### src/hdl/olmr_pkg.sv
// Package for the ordered list with move and rank queries.
// Holds the field widths, command codes, state codes and the cell command bundle.
// No dependencies.
package olmr_pkg;

	// Width of one stored item and of the answer.
	localparam int ITEM_W = 9;
	// Index width that covers the largest supported list (4096 positions).
	localparam int POS_IDX_W = 12;
	// Count width that can hold the list length itself.
	localparam int CNT_W = POS_IDX_W + 1;

	// Command codes carried by the mode field.
	typedef enum logic [2:0] {
		MODE_LOAD   = 3'd0,
		MODE_TOP    = 3'd1,
		MODE_BOTTOM = 3'd2,
		MODE_SHIFT  = 3'd3,
		MODE_POS_Q  = 3'd4,
		MODE_ITEM_Q = 3'd5
	} mode_t;

	// Sequencer states.
	typedef enum logic [1:0] {
		ST_IDLE,
		ST_SEARCH,
		ST_MOVE,
		ST_DONE
	} state_t;

	// Command bundle broadcast from the sequencer to every cell.
	typedef struct packed {
		logic                 load_en;
		logic [POS_IDX_W-1:0] load_idx;
		logic [ITEM_W-1:0]    load_val;
		logic                 move_en;
		logic                 move_up;
		logic [POS_IDX_W-1:0] move_from;
		logic [POS_IDX_W-1:0] move_to;
		logic [ITEM_W-1:0]    move_val;
		logic                 key_by_pos;
		logic                 key_pos_ok;
		logic [POS_IDX_W-1:0] key_idx;
		logic                 key_item_ok;
		logic [ITEM_W-1:0]    key_item;
		logic [CNT_W-1:0]     key_lim;
	} cell_cmd_t;

endpackage

### src/hdl/olmr_cell.sv
// One position cell of the ordered list: holds the item at its position.
// Loads, takes a neighbor's item during a move, and flags a search match.
// Depends on olmr_pkg.
module olmr_cell import olmr_pkg::*; #(
	parameter int IDX = 0
) (
	input  logic              clk,
	input  cell_cmd_t         cmd,
	input  logic [ITEM_W-1:0] val_up,
	input  logic [ITEM_W-1:0] val_dn,
	output logic [ITEM_W-1:0] val,
	output logic              hit
);

	localparam logic [POS_IDX_W-1:0] ID = POS_IDX_W'(IDX);

	logic [ITEM_W-1:0] val_q;

	// Entry update: a load, or one step of a range slide.
	always_ff @(posedge clk) begin
		if (cmd.load_en && (cmd.load_idx == ID)) begin
			val_q <= cmd.load_val;
		end else if (cmd.move_en) begin
			if (ID == cmd.move_to) begin
				val_q <= cmd.move_val;
			end else if (cmd.move_up && (ID >= cmd.move_from) && (ID < cmd.move_to)) begin
				val_q <= val_up;
			end else if (!cmd.move_up && (ID > cmd.move_to) && (ID <= cmd.move_from)) begin
				val_q <= val_dn;
			end
		end
	end

	// Match flag: by position for the item-at query, by item otherwise.
	always_comb begin
		if (cmd.key_by_pos) begin
			hit = cmd.key_pos_ok && (ID == cmd.key_idx);
		end else begin
			hit = cmd.key_item_ok && (val_q == cmd.key_item) && ({1'b0, ID} < cmd.key_lim);
		end
	end

	assign val = val_q;

endmodule

### config.mk
export PLATFORM = sky130hd
export DESIGN_NAME = olmr_cell
export DESIGN_NICKNAME = d
export VERILOG_FILES = /design/src/hdl/olmr_pkg.sv /design/src/hdl/olmr_cell.sv
export SDC_FILE = /design/constraint.sdc
export NUM_CORES = 1
export LEC_CHECK = 0
export ABC_CLOCK_PERIOD_IN_PS = 1400
export BUFFER_PORTS_ARGS = -buffer_cell sky130_fd_sc_hd__clkbuf_2
export CORE_UTILIZATION = 30
export DETAILED_ROUTE_END_ITERATION = 12
export GPL_TIMING_DRIVEN = 0
export PLACE_DENSITY = 0.78
export SLEW_MARGIN = 20
export SYNTH_ARGS = -nofsm -noshare
export SYNTH_HDL_FRONTEND = slang
export SYNTH_SLANG_ARGS = --single-unit
### constraint.sdc
create_clock -name clk -period 1.4 [get_ports clk]
set_input_delay 0.07 -clock clk [delete_from_list [all_inputs] [get_ports clk]]
set_output_delay 0.07 -clock clk [all_outputs]
set_load 0.05 [all_outputs]
# ---- Word-level counts from Yosys, hierarchy flattened
# Index checks and enable logic that the tools add are counted.
dict set report word_totals {
  output_inout_bits 10
  inputBits 113
  wordCells 28
  ff_bits 9
}
dict set report op_classes {
  reduce_logical 15
  n_eq_ne 1
  mux 6
  n_lt_le_gt_ge 5
}
# cell count
set ops {}
lappend ops {{two-way mux 9 bit} 5}
lappend ops {{zero test 12 bit} 3}
lappend ops {{less-than comparator 1 x 13 -> 1 bit, first input constant} 1}
lappend ops {{>= comparator 1 x 12 -> 1 bit, first input constant} 1}
lappend ops {{greater-than comparator 1 x 12 -> 1 bit, first input constant} 1}
lappend ops {{less-or-equal comparator 1 x 12 -> 1 bit, first input constant} 1}
lappend ops {{less-than comparator 1 x 12 -> 1 bit, first input constant} 1}
lappend ops {{equality test 9 bit} 1}
lappend ops {{logical AND 1 bit} 8}
lappend ops {{nonzero test 4 bit} 1}
lappend ops {{AND reduction 2 bit} 1}
lappend ops {{nonzero test 2 bit} 1}
lappend ops {{zero test 1 bit} 1}
lappend ops {{two-way mux 1 bit} 1}

# ---- Logic depth before layout (Yosys ltp)
dict set report logic_depth {
  word_depth 8
  ltp_mapped 6
  ltp_nobuf 4
}

# ---- Worst setup path after synthesis
# OpenSTA, ideal clock, no wires.
dict set report synth_path {
  path_kind {register to output}
  startpoint {reg val_q[7], in the netlist val[7]}
  endpoint {out hit}
  path_stages_with_launch 5
  required_time_ns 1.330
  arrival_time_ns 2.297
  slack_ns -0.967
  path_cell_list {edfxtp_1 -> xor2_1 -> nor4_1 -> nand4b_1 -> o21ai_0}
}
dict set report synth_via {
  elab_chain_cells 4
}
# item line
set synth_lines {}
lappend synth_lines {{start, declared} olmr_cell.sv:17} ;# logic [ITEM_W-1:0] val_q;
lappend synth_lines {{start signal, assigned} olmr_cell.sv:22} ;# val_q <= cmd.load_val;
lappend synth_lines {{start signal, assigned} olmr_cell.sv:25} ;# val_q <= cmd.move_val;
lappend synth_lines {{start signal, assigned} olmr_cell.sv:27} ;# val_q <= val_up;
lappend synth_lines {{equality test 9 bit} olmr_cell.sv:39} ;# hit = cmd.key_item_ok && (val_q == cmd.key_item) && ({1'b0, ID} < cmd.key_lim);
lappend synth_lines {{logical AND 1 bit (2 in series)} olmr_cell.sv:39}
lappend synth_lines {{two-way mux 1 bit} olmr_cell.sv:36} ;# if (cmd.key_by_pos) begin
lappend synth_lines {{end, declared} olmr_cell.sv:12} ;# output logic hit
# No other way between the ends.

# ---- Worst setup path in the final report
dict set report layout_path {
  startpoint {reg val_q[1], in the netlist val[1]}
  endpoint {out hit}
}
# Same word-level chain as after synthesis.

==> results by group <==
Routing
  • Final ANT Viol Nets: 0
  • Met1 WL: 1140 um
  • Drt drc: 0
  • Drt first-iter violations: 12
  • Met2 routed wirelength: 1550 um
  • DR WL/cell: 10.9 um
  • Metal3 WL: 221 um
  • Vias post-DR: 1320
  • WL final: 2960 um
  • Drt pass-1 iters: 4
  • Top sig layer: met4
  • Detail-routed via count per cell: 4.85

Worst setup path
  • CP top delay family: simple AND/OR/NAND/NOR gates
  • Critical Path, Cell by Cell: xor2_1 -> nor4_1 -> nand4b_1 -> o21ai_4 -> buf_8
  • CP Class: flop to output port
  • Slowest stage delay, CP: 410 ps
  • Crit end category: output port
  • Crit-path slowest cell: edfxtp_1
  • Startpoint types: flop
  • Number of buffers and inverters on the critical path: 1
  • Req. time, crit path: 1330 ps
  • Worst path arrival time: 1610 ps
  • CP max FO: 2

Die
  • Die H: 60.0 um
  • Die area: 0.00360 mm2
  • Row count: 20
  • Core area: 0.00313 mm2
  • # IOs: 123
  • DIE WIDTH: 60.0 um
  • Initial Util: 0.323

Clocking
  • Clock Root Buffer: clkbuf_4
  • CTS tree: done
  • CTS Hold Bufs: 0
  • Clock Sinks: 9
  • Clk pin slew, worst setup/hold paths: 60 ps
  • H-tree levels: 1
  • CTS buffer count: 3
  • CTS max path bufs: 2

Yosys
  • Syn_nets: 214
  • Synth Area in Compound Gates: 0.253
  • Unique masters post-synth: 26
  • Sequential share of the synthesized area: 0.268
  • Post-Synthesis Cells: 101
  • FF+latch count, synth: 9
  • Proportion of synthesized area in mux cells: 0
  • Ys Warns: 0
  • Syn Area/Cell: 10.0 um2
  • Synthesized area: 0.00101 mm2
  • Main combinational cell family by area after synthesis: simple AND/OR/NAND/NOR gates
  • Synth Area in XOR/XNOR: 0.0781
  • Area share of fa/ha/maj cells after synthesis: 0
  • Simple-Gate Fraction of Synth Area: 0.366

Cells and area
  • Area Growth Syn to Fin: 73.5%
  • Fin cells: 272
  • Max reg flops: 9
  • Most common cell after layout, fill and taps aside: clkbuf_2
  • Commonest non-fill, non-tap cells in the layout: clkbuf_2 (121), nor2_1 (12), nand2_1 (11)
  • Fillers: 300
  • Diodes inserted: 0
  • Ratio of cells with drive above 1 in the final layout: 0.684
  • # nets final: 342
  • Final core occ: 0.560

Pwr
  • Leakage: 0.000878 uW
  • Max VDD drop: 0.166 mV
  • PD cells: 417 mW/mm2

Timing
  • Slew Viols, Final: 0
  • Unrepaired setup endpoints after global routing: true
  • Hold Vio Cnt, Final: 0
  • Final setup vio count: 1
  • Slew HR: 0.692
  • Crit path setup slack, layout: -276 ps
  • Worst slew pin tran: 457 ps
  • Max Freq: 0.597 GHz
  • Final min period: 1680 ps
  • Tcrit/Tclk final: 1.20

GRT
  • Largest net degree at the start of global routing: 11
  • First-pass GRT wire length: 4350 um
  • Initial antenna violation count: 0
  • Total track usage: 0.164
  • Vias in the first global route: 1133
  • GRT Residual Overflow: 0

Run
  • Max_cap viols: 0

Placement
  • Placed cells: 267
  • Post-DP HPWL: 2710 um
  • RD Place Congestion: 0.753
  • Port Buffer Count: 122

Run status
  • Failing checks: setup timing
  • Outcome: complete, but fails checks

Worst hold path
  • Tightest Hold Check Type: input pin to flop
## cell families after synthesis
logic type | after synthesis
flip-flops | 9
XOR/XNOR | 9
AO/OA/AOI/OAI | 20
buffers and inverters | 5
AND/OR/NAND/NOR | 58
## metal layers
layer / GRT usage / up-vias
met5: 0 / -
met4: 0.0831 / 0
met3: 0.0260 / 6
met2: 0.330 / 79
met1: 0.155 / 573
li1: - / 662
## metrics by stage
step | TNS (ps) | cell area (um2) | setup slack (ps) | hold slack [ps] | total power (uW)
3_5_place_dp | -3660 | 1690 | -234 | 358 | 545
6_report | -276 | 1750 | -276 | 92.8 | 731
3_3_place_gp | -3490 | 1690 | -240 | 352 | 540
2_1_floorplan | -276 | 1020 | -276 | 255 | 371
5_1_grt | -445 | 1750 | -342 | 92.2 | 775
4_1_cts | -318 | 1720 | -318 | 92.2 | 736
## final timing paths
check,to,depth (start not counted),from
worst max-delay path,hit,5,val[1]$_DFFE_PP_
worst min-delay path,val[7]$_DFFE_PP_,3,cmd[79]
## area by class of cell
type	instances	area [um2]	area share
Timing Repair Buffer	123	628	0.359
Clock buffer	4	26.3	0.0150
Tap cell	44	55.1	0.0314
Buffer	5	38.8	0.0221
Multi-Input combinational cell	87	733	0.419
Sequential cell	9	270	0.154
## synthesized netlist by cell type
cell type	number	area (um2)
nand4_4	1	21.3
o31ai_1	1	7.51
buf_2	2	10.0
nand4b_1	1	8.76
and2_1	1	6.26
and4_1	1	8.76
nor4_4	2	42.5
xor2_1	8	70.1
o21ai_0	1	5.00
nor2_1	12	45.0
nor2b_1	1	6.26
nor4_1	9	56.3
nand2_1	11	41.3
and3_1	10	62.6
a21o_1	1	7.51
o31ai_2	8	100
nand3_1	1	5.00
edfxtp_1	9	270
nor4b_1	3	26.3
a221oi_2	9	135
nor3_1	2	10.0
buf_4	2	15.0
nor3_4	1	16.3
buf_6	1	11.3
xnor2_1	1	8.76
nand4_1	2	12.5
## timing repair
action,4_1_cts,5_1_grt
setup buffers,0,1
resized for setup,2,5
setup endpoints to repair,1,10
pin swaps,2,2
gates cloned,0,0
## power breakdown
part	leakage [uW]	internal [uW]	switching (uW)
clock	0.0000150	109	81.5
sequential	0.0000809	297	0.0777
combinational	0.000782	156	87.9
total	0.000878	562	170
## worst min-delay path, stage by stage
cell and delay, ps:
clkbuf_2 80, nand2_1 40, o31ai_1 50
(Power assumes the default switching activity.)
